File: src/rtl/clt_pkg.sv
`timescale 1ns / 1ps

package clt_pkg;

    localparam int PENDING_SLOTS = 8;
    localparam int BUFFER_BYTES  = 4 * 1024;
    localparam int RING_W        = $clog2(PENDING_SLOTS);
    localparam int POS_W         = $clog2(BUFFER_BYTES);

    localparam int ARG_SLOTS     = 16;
    localparam int LEN_W         = 7;
    localparam int MAXLEN_W      = 6;
    localparam int MAXCNT_W      = 5;
    localparam int TOTAL_W       = 5;

    localparam logic [LEN_W-1:0]    LEN_SAT       = 7'd127;
    localparam logic [MAXLEN_W-1:0] MAXLEN_RESET  = 6'd32;
    localparam logic [MAXCNT_W-1:0] MAXCNT_RESET  = 5'd16;
    localparam logic [MAXCNT_W-1:0] COUNT_CAP     = MAXCNT_W'(ARG_SLOTS);

    localparam logic [7:0] CH_SPACE = 8'd32;
    localparam logic [7:0] CH_LF    = 8'd10;
    localparam logic [7:0] CH_CR    = 8'd13;
    localparam logic [7:0] CH_TAB   = 8'd9;

    // configuration register indexes
    localparam logic REG_MAX_ARG_LENGTH = 1'b0;
    localparam logic REG_MAX_ARG_COUNT  = 1'b1;

    typedef enum logic [1:0] {
        PH_IDLE    = 2'd0,
        PH_IN_ARG  = 2'd1,
        PH_BETWEEN = 2'd2
    } phase_t;

    typedef struct packed {
        phase_t              phase;
        logic [TOTAL_W-1:0]  arg_total;
        logic [LEN_W-1:0]    arg_length;
        logic                error_seen;
        logic [RING_W-1:0]   ring_slot;
        logic [POS_W-1:0]    buf_pos;
    } parse_state_t;

    typedef struct packed {
        logic [7:0]  echo_byte;
        logic        echo_newline;
        logic        arg_start;
        logic [3:0]  arg_slot;
        logic [11:0] arg_offset;
        logic        command_done;
        logic        command_error;
        logic [4:0]  command_args;
        logic [2:0]  command_slot;
    } result_t;

    function automatic logic is_ws(input logic [7:0] c);
        return (c == CH_SPACE) || ((c >= CH_TAB) && (c <= CH_CR));
    endfunction

endpackage

File: src/rtl/clt_step.sv
`timescale 1ns / 1ps

module clt_step (
    input  clt_pkg::parse_state_t          cur,
    input  logic [7:0]                     rx_byte,
    input  logic [clt_pkg::MAXLEN_W-1:0]   max_arg_length,
    input  logic [clt_pkg::MAXCNT_W-1:0]   max_arg_count,
    output clt_pkg::parse_state_t          nxt,
    output clt_pkg::result_t               res
);

    logic                          newline;
    logic                          too_long;
    logic [clt_pkg::MAXCNT_W-1:0]  limit;

    assign newline  = (rx_byte == clt_pkg::CH_LF) || (rx_byte == clt_pkg::CH_CR);
    assign too_long = cur.arg_length > {1'b0, max_arg_length};

    // clamp the count register to 1..16
    always_comb
    begin
        if (max_arg_count == '0)
            limit = clt_pkg::MAXCNT_W'(1);
        else if (max_arg_count > clt_pkg::COUNT_CAP)
            limit = clt_pkg::COUNT_CAP;
        else
            limit = max_arg_count;
    end

    always_comb
    begin
        nxt                = cur;
        res                = '0;
        res.echo_byte      = rx_byte;
        res.arg_offset     = 12'(cur.buf_pos);

        if (((cur.phase == clt_pkg::PH_IN_ARG) || (cur.phase == clt_pkg::PH_BETWEEN))
            && newline)
        begin
            nxt.error_seen     = cur.error_seen | too_long;
            res.echo_newline   = 1'b1;
            res.command_done   = 1'b1;
            res.command_error  = cur.error_seen | too_long;
            res.command_args   = cur.arg_total;
            res.command_slot   = 3'(cur.ring_slot);
            nxt.ring_slot      = (cur.ring_slot == clt_pkg::RING_W'(clt_pkg::PENDING_SLOTS - 1))
                                 ? '0 : cur.ring_slot + 1'b1;
            nxt.phase          = clt_pkg::PH_IDLE;
        end
        else
        begin
            unique case (cur.phase)
                clt_pkg::PH_IN_ARG:
                begin
                    if (rx_byte != clt_pkg::CH_SPACE)
                    begin
                        if (cur.arg_length < clt_pkg::LEN_SAT)
                            nxt.arg_length = cur.arg_length + 1'b1;
                    end
                    else
                    begin
                        nxt.error_seen = cur.error_seen | too_long;
                        nxt.phase      = clt_pkg::PH_BETWEEN;
                    end
                end
                clt_pkg::PH_BETWEEN:
                begin
                    if (rx_byte != clt_pkg::CH_SPACE)
                    begin
                        // drop a surplus argument and restart the slot count
                        if (cur.arg_total >= limit)
                        begin
                            nxt.error_seen = 1'b1;
                            nxt.arg_total  = '0;
                        end
                        else
                        begin
                            res.arg_start = 1'b1;
                            res.arg_slot  = cur.arg_total[3:0];
                            nxt.arg_total = cur.arg_total + 1'b1;
                        end
                        nxt.arg_length = clt_pkg::LEN_W'(1);
                        nxt.phase      = clt_pkg::PH_IN_ARG;
                    end
                end
                default:
                begin
                    if (!clt_pkg::is_ws(rx_byte))
                    begin
                        nxt.arg_total  = clt_pkg::TOTAL_W'(1);
                        res.arg_start  = 1'b1;
                        nxt.error_seen = 1'b0;
                        nxt.arg_length = clt_pkg::LEN_W'(1);
                        nxt.phase      = clt_pkg::PH_IN_ARG;
                    end
                end
            endcase
        end

        nxt.buf_pos = (cur.buf_pos == clt_pkg::POS_W'(clt_pkg::BUFFER_BYTES - 1))
                      ? '0 : cur.buf_pos + 1'b1;
    end

endmodule

File: src/rtl/command_line_tokenizer.sv
`timescale 1ns / 1ps
// Path: an accepted byte is held in the input register, then its result in the result register on the master side.
// Throughput: 1 byte per cycle while the master side accepts results; the parse state update is
// combinational logic between the input register and the result register.
// Reset: rst_n clears the parse state, ring slot, buffer position and both
// registers to their defaults (max_arg_length 32, max_arg_count 16).

module command_line_tokenizer (
    input  logic                          clk,
    input  logic                          rst_n,
    input  logic                          s_axis_tvalid,
    output logic                          s_axis_tready,
    input  logic [7:0]                    s_axis_tdata,   // rx_byte
    output logic                          m_axis_tvalid,
    input  logic                          m_axis_tready,
    // echo_byte[7:0], echo_newline[8], arg_start[9], arg_slot[13:10],
    // arg_offset[25:14], command_error[26], command_args[31:27],
    // command_slot[34:32], zero fill[39:35]
    output logic [39:0]                   m_axis_tdata,
    output logic                          m_axis_tlast,   // command_done
    input  logic                          cfg_we,
    input  logic                          cfg_index,
    input  logic [clt_pkg::MAXLEN_W-1:0]  cfg_wdata
);

    logic                          in_valid_reg, in_valid_next;
    logic [7:0]                    in_byte_reg;
    logic                          out_valid_reg, out_valid_next;
    clt_pkg::result_t              out_res_reg;
    clt_pkg::parse_state_t         state_reg, state_next;
    clt_pkg::result_t              res_next;
    logic [clt_pkg::MAXLEN_W-1:0]  max_len_reg;
    logic [clt_pkg::MAXCNT_W-1:0]  max_cnt_reg;
    logic                          advance;
    logic                          s_fire;
    logic                          work;

    assign advance       = !out_valid_reg || m_axis_tready;
    assign s_axis_tready = !in_valid_reg || advance;
    assign s_fire        = s_axis_tvalid && s_axis_tready;
    assign work          = in_valid_reg && advance;

    assign in_valid_next  = s_fire ? 1'b1 : (advance ? 1'b0 : in_valid_reg);
    assign out_valid_next = advance ? in_valid_reg : out_valid_reg;

    clt_step u_step (
        .cur            (state_reg),
        .rx_byte        (in_byte_reg),
        .max_arg_length (max_len_reg),
        .max_arg_count  (max_cnt_reg),
        .nxt            (state_next),
        .res            (res_next)
    );

    always_ff @(posedge clk or negedge rst_n)
    begin
        if (!rst_n)
        begin
            in_valid_reg  <= 1'b0;
            out_valid_reg <= 1'b0;
            state_reg     <= '{phase: clt_pkg::PH_IDLE, default: '0};
            max_len_reg   <= clt_pkg::MAXLEN_RESET;
            max_cnt_reg   <= clt_pkg::MAXCNT_RESET;
        end
        else
        begin
            in_valid_reg  <= in_valid_next;
            out_valid_reg <= out_valid_next;
            if (work)
                state_reg <= state_next;
            if (cfg_we)
            begin
                if (cfg_index == clt_pkg::REG_MAX_ARG_LENGTH)
                    max_len_reg <= cfg_wdata;
                else
                    max_cnt_reg <= cfg_wdata[clt_pkg::MAXCNT_W-1:0];
            end
        end
    end

    always_ff @(posedge clk)
    begin
        if (s_fire)
            in_byte_reg <= s_axis_tdata;
        if (work)
            out_res_reg <= res_next;
    end

    assign m_axis_tvalid = out_valid_reg;
    assign m_axis_tlast  = out_res_reg.command_done;
    assign m_axis_tdata  = {5'b0,
                            out_res_reg.command_slot,
                            out_res_reg.command_args,
                            out_res_reg.command_error,
                            out_res_reg.arg_offset,
                            out_res_reg.arg_slot,
                            out_res_reg.arg_start,
                            out_res_reg.echo_newline,
                            out_res_reg.echo_byte};

endmodule

File: config.mk
export PLATFORM = sky130hd
export DESIGN_NAME = command_line_tokenizer
export DESIGN_NICKNAME = d
export VERILOG_FILES = /design/src/rtl/clt_pkg.sv /design/src/rtl/clt_step.sv /design/src/rtl/command_line_tokenizer.sv
export SDC_FILE = /design/constraint.sdc
export NUM_CORES = 1
export LEC_CHECK = 0
export ABC_AREA = 1
export BUFFER_PORTS_ARGS = -buffer_cell sky130_fd_sc_hd__buf_2
export CAP_MARGIN = 40
export CORE_MARGIN = 2
export CORE_UTILIZATION = 50
export DETAILED_ROUTE_END_ITERATION = 6
export PLACE_DENSITY_LB_ADDON = 0.2
export SLEW_MARGIN = 20
export SYNTH_ARGS = -nofsm -noshare
export SYNTH_HDL_FRONTEND = slang
export SYNTH_SLANG_ARGS = --single-unit
File: constraint.sdc
create_clock -name clk -period 4.57 [get_ports clk]
set_input_delay 0.2285 -clock clk [delete_from_list [all_inputs] [get_ports clk]]
set_output_delay 0.2285 -clock clk [all_outputs]
set_load 0.005 [all_outputs]
# Word level (Yosys, flattened, before mapping)
# Cells that the tools add are included.
totals:
  reg_bits: 87
  latchBits: 0
  ram_bits: 0
  romBits: 0
  input_bits: 20
  output_inout_bits: 43
  elab_cells: 99
  memories: 0
classes:
  addsub: 4
  multipliers: 0
  div_mod_pow: 0
  n_lt_le_gt_ge: 6
  n_eq_ne: 17
  shifts: 0
  muxes: 25
  bitwise_logic: 6
  n_reduce_logical: 21
op_table:
  columns: ["cell", "count"]
  rows:
  - ["two-way mux 15 bit", 2]
  - ["two-way mux 5 bit", 5]
  - ["equality test 8 x 4 -> 1 bit (second input constant)", 2]
  - ["case mux 8 bit (2 select lines)", 1]
  - ["two-way mux 7 bit", 2]
  - ["adder 12 x 1 -> 12 bit (second input constant)", 1]
  - ["equality test 12 bit (second input constant)", 1]
  - ["two-way mux 12 bit", 1]
  - ["two-way mux 10 bit", 1]
  - ["case mux 5 bit (2 select lines)", 1]
  - ["AND reduction 5 bit", 2]
  - ["!= test 3 bit (second input constant)", 3]
  - ["equality test 8 x 6 -> 1 bit (second input constant)", 1]
  - ["greater-or-equal comparator 8 x 4 -> 1 bit (second input constant)", 1]
  - ["less-or-equal comparator 8 x 4 -> 1 bit (second input constant)", 1]
  - ["!= test 8 x 6 -> 1 bit (second input constant)", 1]
  - ["adder 7 x 1 -> 7 bit (second input constant)", 1]
  - ["greater-than comparator 7 x 6 -> 1 bit", 1]
  - ["less-than comparator 7 bit (second input constant)", 1]
  - ["two-way mux 1 bit", 7]
  - ["!= test 2 bit (second input constant)", 3]
  - ["AND reduction 2 bit", 3]
  - ["AND reduction 6 bit", 1]
  - ["adder 5 x 1 -> 5 bit (second input constant)", 1]
  - ["22 further kinds", 35]

# Logic depth before layout (Yosys ltp)
# Gate-level depths: netlist (run 1).
depth:
  word_depth: 8
  mapped_depth: 15
  mapped_depth_nobuf: 15

# Cells and area by module
# Synthesis (run 1) repeated with hierarchy kept, for this count alone.
unflattened:
  cells_unflattened: 589
  area_unflattened_um2: 4933.5
modules_own_cells:
  columns: ["mod", "n_inst", "cells_per_inst", "area_per_inst_um2", "seq_area_each_um2"]
  rows:
  - ["command_line_tokenizer", 1, 233, 3044.2, 2399.8]
  - ["clt_step", 1, 356, 1889.3, 0.0]

# Worst setup path after synthesis (run 1)
# Ideal clock, no wire load.
synth_path:
  kind: "register to register"
  startpoint: "register out_valid_reg, in the netlist m_axis_tvalid"
  endpoint: "register state_reg[16] (netlist bit)"
  setup_time_ns: 0.118
  arrival_time_ns: 1.634
  required_time_ns: 4.452
  slack_ns: 2.819
  path_stages_with_launch: 11
  n_path_buf: 1
  period_less_slack_ns: 1.751
  cell_sequence: "dfrtp_1 > nand2_2 > nand2_4 > clkinv_2 > nand2_2 > inv_2 > nand3_4 > nand2_4 > buf_6 > nand2_2 > o21ai_2"
synth_via:
  elab_chain_cells: 4
synth_lines:
  columns: ["item", "line_no", "source"]
  rows:
  - ["start: declaration", "command_line_tokenizer.sv:28", "logic out_valid_reg, out_valid_next;"]
  - ["start signal: assignment", "command_line_tokenizer.sv:68", "out_valid_reg <= out_valid_next;"]
  - ["zero test 1 bit", "command_line_tokenizer.sv:38", "assign advance = !out_valid_reg || m_axis_tready;"]
  - ["logical OR 1 bit", "command_line_tokenizer.sv:38", null]
  - ["logical AND 1 bit", "command_line_tokenizer.sv:41", "assign work = in_valid_reg && advance;"]
  - ["named net work", "command_line_tokenizer.sv:36", "logic work;"]
  - ["AND reduction 6 bit (no line)", null, null]
  - ["end signal: assignment", "command_line_tokenizer.sv:70", "state_reg <= state_next;"]
  - ["end: declaration", "command_line_tokenizer.sv:30", "clt_pkg::parse_state_t state_reg, state_next;"]
# The timed path passes the listed nets, and every way through them passes these cells.
# A chain may end at the register's enable or synchronous reset.

# Final worst setup path (run 1)
layout_path:
  startpoint: "register out_valid_reg, in the netlist m_axis_tvalid"
  endpoint: "register state_reg[19] (netlist bit)"
# The elaborated chain is that of the path after synthesis.

==> run metrics, run 1 <==
run status finished clean; CP Max Fanout 40; pin count of the biggest net entering global routing between 40 and 50; Max stage delay on crit path 520 ps; Synth top area share 0.317; final critical-path setup slack ~2600 ps; Slowest-stage cell, CP clkinv_2; Crit path buffers/inverters 2; synth warn 0; CTS sink cnt 86; RSZ-0062 raised after global routing false; Chip Height 94.3 µm; H-tree Lvls 3; vias around 2,900; drt first pass iters 7; Slew HR 0.569; post-layout util 0.597; Slew @ Worst Pin ~650 ps; Leakage Power roughly 2.2 nW; Final setup viols 0; Die Wd between 90 and 100 µm; power per cell area roughly 460 nW/µm²; hold buffers post-CTS 1; fmax around 500 MHz; dpl ws 2510 ps; clk_skew 12.6 ps; Critical Setup Path Class flop to flop; Post-synth ARST share 0.500; layout cells sized above 1 0.230; Synth top cells by count nand2_1 (76), inv_1 (57), edfxtp_1 (43); gpl congestion ~0.90; Synth-to-Final Area Change 14.5%; count leader, synth nand2_1; top cells by area, synth edfxtp_1 (32%), dfrtp_1 (25%), nand2_1 (7.0%); Mapped Area 4070 µm²; drt drc 0; Design Area, Final approximately 4700 µm²; Top Ports 63; initial antenna violation count 0; vias in the first global route 2,693; Cells after DPL 563; Avg WL per Cell about 12 µm; Placed Area ~4500 µm²; max-cap check violation count 0; post-synthesis sequential area ratio 0.582; Resized cells post-CTS 0; first-pass GRT wire length 12.2 mm; Total Nets Final 511; Setup TNS Final 0 ps; Final ANT Viol Nets 0; leading area contributor after synthesis edfxtp_1; CTS tree done; Inserted Clock Buffers 9; Final Cycle Share 0.439; max FFs per register 35; CTS Root Cell clkbuf_8; Antenna diodes 0; Total GRT Usage 0.177; worst-skew pair later-pin latency ~350 ps; Top delay family on crit path simple AND/OR/NAND/NOR gates; peak supply drop just over 200 µV; Post-Layout Cell Count 580; clk slew on worst S/H paths 80 ps; post-DP HPWL 5.35 mm; Longest Clk Path Bufs 2; CP cell instances nand2_2, nand2_4, clkinv_2, nand2_2, inv_2, nand3_4, nand2_4, nand2_1, o21ai_2; fin. max-slew vios 0; prevailing post-synth register cell edfxtp_1; Synth Instances between 400 and 500; GR Overflow Total 0; # rows 32; via/cell ratio between 4 and 5; Arrival @ worst endpoint ~2300 ps; Worst EP required a little under 5000 ps; First DRT Iteration DRCs ~120; CP endpoint kind flop; final hold vios 0; Final min period approximately 2000 ps; Initial Util 0.522; I/O Buffers between 50 and 60; Total Power about 2.2 mW; DIE AREA 8890 µm²; synthesized flop and latch total between 80 and 90; library cells used by synthesis 36; HP Class primary input to flop; core area 7810 µm²; post-synthesis area per instance 9.99 µm²; drt total wl around 7.1 mm; Worst Hold Slack 52.0 ps; Post-synth EDFFs between 40 and 50; post-CTS setup buffer count 0; Critical Path Start Type flop
[power by group]
group / switching, mW / total (mW) / internal (mW)
clock network: 0.270 / 0.522 / 0.252
registers: 0.0945 / 1.07 / 0.974
logic: 0.357 / 0.561 / 0.204
total: 0.721 / 2.15 / 1.43
[metal layers]
layer  routed length, µm  track usage  up-vias
li1                    -            -     1459
met1                3330        0.235     1326
met2                3370        0.281       66
met3                 318       0.0441        6
met4                 115       0.0676        0
met5                   0            0        -
[cell type report]
type | count | area, µm²
fillers | 677 | 3140
flip-flops and latches | 86 | 2370
multi-input cells | 254 | 1420
repair buffers | 59 | 323
inverters | 63 | 238
clock buffers | 10 | 128
well taps | 102 | 128
clock inverters | 6 | 61.3
[logic make-up (layout without fill, tap and decap cells)]
kind of cell / count (synthesis) / count (layout) / share of synthesized area
AND/OR/NAND/NOR: 179 / 179 / 0.210
other: 1 / 5 / 0.000920
XOR/XNOR: 8 / 8 / 0.0172
adder cells (fa/ha/maj): 18 / 18 / 0.0553
flip-flops: 86 / 86 / 0.582
buffers and inverters: 72 / 138 / 0.0743
AO/OA/AOI/OAI: 44 / 44 / 0.0608
[final timing paths]
kind	startpoint	end	slack, ps	cells after the start
setup / recovery	m_axis_tvalid	state_reg[19]	2560	9
hold / removal	s_axis_tdata[2]	in_byte_reg[2]	50	1
setup reg to reg	m_axis_tvalid	state_reg[19]	2560	9
hold reg to reg	state_reg[11]	m_axis_tdata[25]	470	0
max in group asynchronous	rst_n	state_reg[23]	3660	3
min in group asynchronous	rst_n	max_cnt_reg[3]	400	2
[placed cells by master, fill, tap and decap left out, drive strengths merged]
cell type    Yosys  routed
o22ai            2       2
nor4             2       2
bufinv           0       1
xnor2            3       3
o21a             1       1
o211ai           1       1
nand2           87      87
dfrtp           41      41
nand4            6       6
clkbuf           1      10
inv             62      63
edfxtp          43      43
a21o             2       2
dlygate4sd3      0       1
nor2            45      45
xor2             5       5
clkinvlp         0       1
nand3           25      25
ha              18      18
a21oi           10      10
o21ai           28      28
and2             1       1
buf              8      58
dfstp            2       2
clkinv           1       4
conb             1       5
nor3            13      13
No activity file was read; power rests on OpenSTA's default activity.
==> run 2, diff against run 1 <==
clock period = 2.1 ns   (was 4.57 ns; I/O delays follow)
==> run 2 against run 1 <==
  * Clock skew is 4.2 ps lower
  * Critical path depth decreased by 1
  * Critical path type unchanged
  * Clock-buffer cell count decreased by 1
  * Highest routed layer unchanged
  * Core utilization grew 1.6 points
  * Critical endpoint is now m_axis_tdata[13]
  * Sequential share of layout area decreased by 1.4 points
  * First-iteration DRC count down 15%
==> run metrics, run 2 (synthesized netlist as in run 1, its figures left out) <==
Cells after DPL 567 (+0.71%); pin count of the biggest net entering global routing 28 (-32%); Setup TNS Final 0 ps (unchanged); Total Nets Final 526 (+2.9%); Final Cycle Share 0.931 (+0.491); Reg2Reg Launch Point max_cnt_reg[4]; post-layout util 0.614 (+0.0163); initial antenna violation count 0 (unchanged); Initial Util 0.522 (unchanged); vias in the first global route 2,829 (+5.1%); DIE AREA 8890 µm² (unchanged); Critical Path Start Type flop; WP depth 8 (-1); worst-skew pair later-pin latency 350 ps (about the same); Slew HR 0.571 (+0.00257); First DRT Iteration DRCs 101 (-15%); Synth-to-Final Area Change 17.6%; Comb pwr share 0.264 (+0.003); Final min period 1950 ps (-53.8 ps); commonest non-fill, non-tap cell in the layout nand2_1; Worst EP required 2310 ps (-2500 ps); final hold vios 0 (unchanged); Crit path buffers/inverters 1 (-1); Top delay family on crit path simple AND/OR/NAND/NOR gates; Longest Clk Path Bufs 2 (unchanged); CP Max Fanout 4 (-90%); Avg WL per Cell 12.1 µm (-1.3%); cell internal pwr 3.14 mW (+120%); sequential share of power 0.491 (-0.006); Final setup viols 0 (unchanged); fmax 512 MHz (+2.8%); # rows 32 (unchanged); gpl congestion 0.846 (-5.6%); CP endpoint kind flop; R2R setup slack 150 ps (-2420 ps); Leakage Power 2.25 nW (+2.6%); clk slew on worst S/H paths 90 ps (about the same); Critical Setup Path Class flop to flop; Max stage delay on crit path 550 ps (+30 ps); Final ANT Viol Nets 0 (unchanged); vias 2,877 (+0.70%); via/cell ratio 4.84 (-1.8%); CTS Root Cell clkbuf_8; drt drc 0 (unchanged); GR Overflow Total 0 (unchanged); Top Ports 63 (unchanged); core area 7810 µm² (unchanged); NetSw 1.58 mW (+120%); layout cells sized above 1 0.233 (+0.00314); drt total wl 7.22 mm (+1.2%); power per cell area 985 nW/µm² (+110%); Arrival @ worst endpoint 2170 ps (-80 ps); max-cap check violation count 0 (unchanged); Design Area, Final 4790 µm² (+2.7%); run status finished clean; I/O Buffers 57 (unchanged); Die Wd 94.3 µm (unchanged); post-DP HPWL 5.55 mm (+3.7%); Chip Height 94.3 µm (unchanged); H-tree Lvls 3 (unchanged); Antenna diodes 0 (unchanged); CP cell instances inv_1, ha_1, a21oi_1, o21a_1, nand4_1, nor2_1, nand2_1, nor2_1; crit path capture m_axis_tdata[13]; R2R cell count 8 (-1); RSZ-0062 raised after global routing false; Placed Area 4470 µm² (+0.22%); Sw Ratio 0.336 (+0.000535); CTS sink cnt 86 (unchanged); worst setup path startpoint max_cnt_reg[4]; drt first pass iters 4 (-3); HP Class primary input to flop; post-CTS setup buffer count 0 (unchanged); clk_skew 8.39 ps (-4.24 ps); CTS tree done; reg2reg end m_axis_tdata[13]; Inserted Clock Buffers 9 (unchanged); fin. max-slew vios 0 (unchanged); Total GRT Usage 0.185 (+0.00805); max FFs per register 35 (unchanged); Slowest-stage cell, CP dfstp_2; Slew @ Worst Pin 643 ps (-3.10 ps); peak supply drop 489 µV (+140%); Crit path top cell by count nor2_1; Clock Power Share 0.245 (+0.002); most frequent cells in the layout nand2_1 (76), inv_1 (57), buf_2 (57), edfxtp_1 (43), dfrtp_1 (41); first-pass GRT wire length 12.5 mm (+3.1%); Post-Layout Cell Count 595 (+2.6%)
-- run 2: how the worst min path moves through the flow --
stage	to	depth (start not counted)	startpoint	slack [ps]
3_3_place_gp	max_cnt_reg[3]	1	rst_n	170
4_1_cts	max_cnt_reg[0]	3	cfg_wdata[0]	8
3_5_place_dp	max_cnt_reg[3]	1	rst_n	180
5_1_grt	max_cnt_reg[0]	3	cfg_wdata[0]	30
2_1_floorplan	in_valid_reg	0	rst_n	-190
6_report	max_len_reg[3]	3	cfg_wdata[3]	20
-- run 2: area by class of cell --
type	instances	area, µm²
clock inverters	7	72.6
well taps	102	128
inverters	63	238
fillers	685	3020
multi-input cells	254	1420
clock buffers	9	124
flip-flops and latches	86	2370
repair buffers	74	443
-- run 2: power groups by stage --
stage | sequential, mW | combinational (mW) | clock [mW]
CTS | 2.32 | 1.26 | 1.18
detailed placement | 2.36 | 1.24 | 0
floorplan | 2.32 | 0.899 | 0
global route | 2.36 | 1.43 | 1.27
global placement | 2.34 | 1.20 | 0
finish | 2.32 | 1.25 | 1.15
-- run 2: timing repair --
item                                   CTS  global route
hold buffers                            12             0
gates resized for setup                  0             0
endpoints found under the hold margin   35             0
-- run 2: worst register-to-register path, stage by stage (launching register included) --
cell	delay (ps)
dfstp_2	550
inv_1	70
ha_1	310
a21oi_1	150
o21a_1	160
nand4_1	140
nor2_1	180
nand2_1	140
nor2_1	120
-- run 2: routing by layer --
metal,vias up,routed length [µm],GRT usage
li1,1485,-,-
met1,1324,3210,0.228
met2,55,3560,0.307
met3,13,318,0.0530
met4,0,142,0.0749
met5,-,0,0
-- run 2: metrics by stage --
stage	setup slack, ps	hold slack, ps	total power [mW]
after floorplan	349	-191	3.22
after global placement	286	165	3.54
after detailed placement	180	176	3.60
after CTS	158	8.35	4.77
after global routing	21.1	27.5	5.06
final	146	18.7	4.72
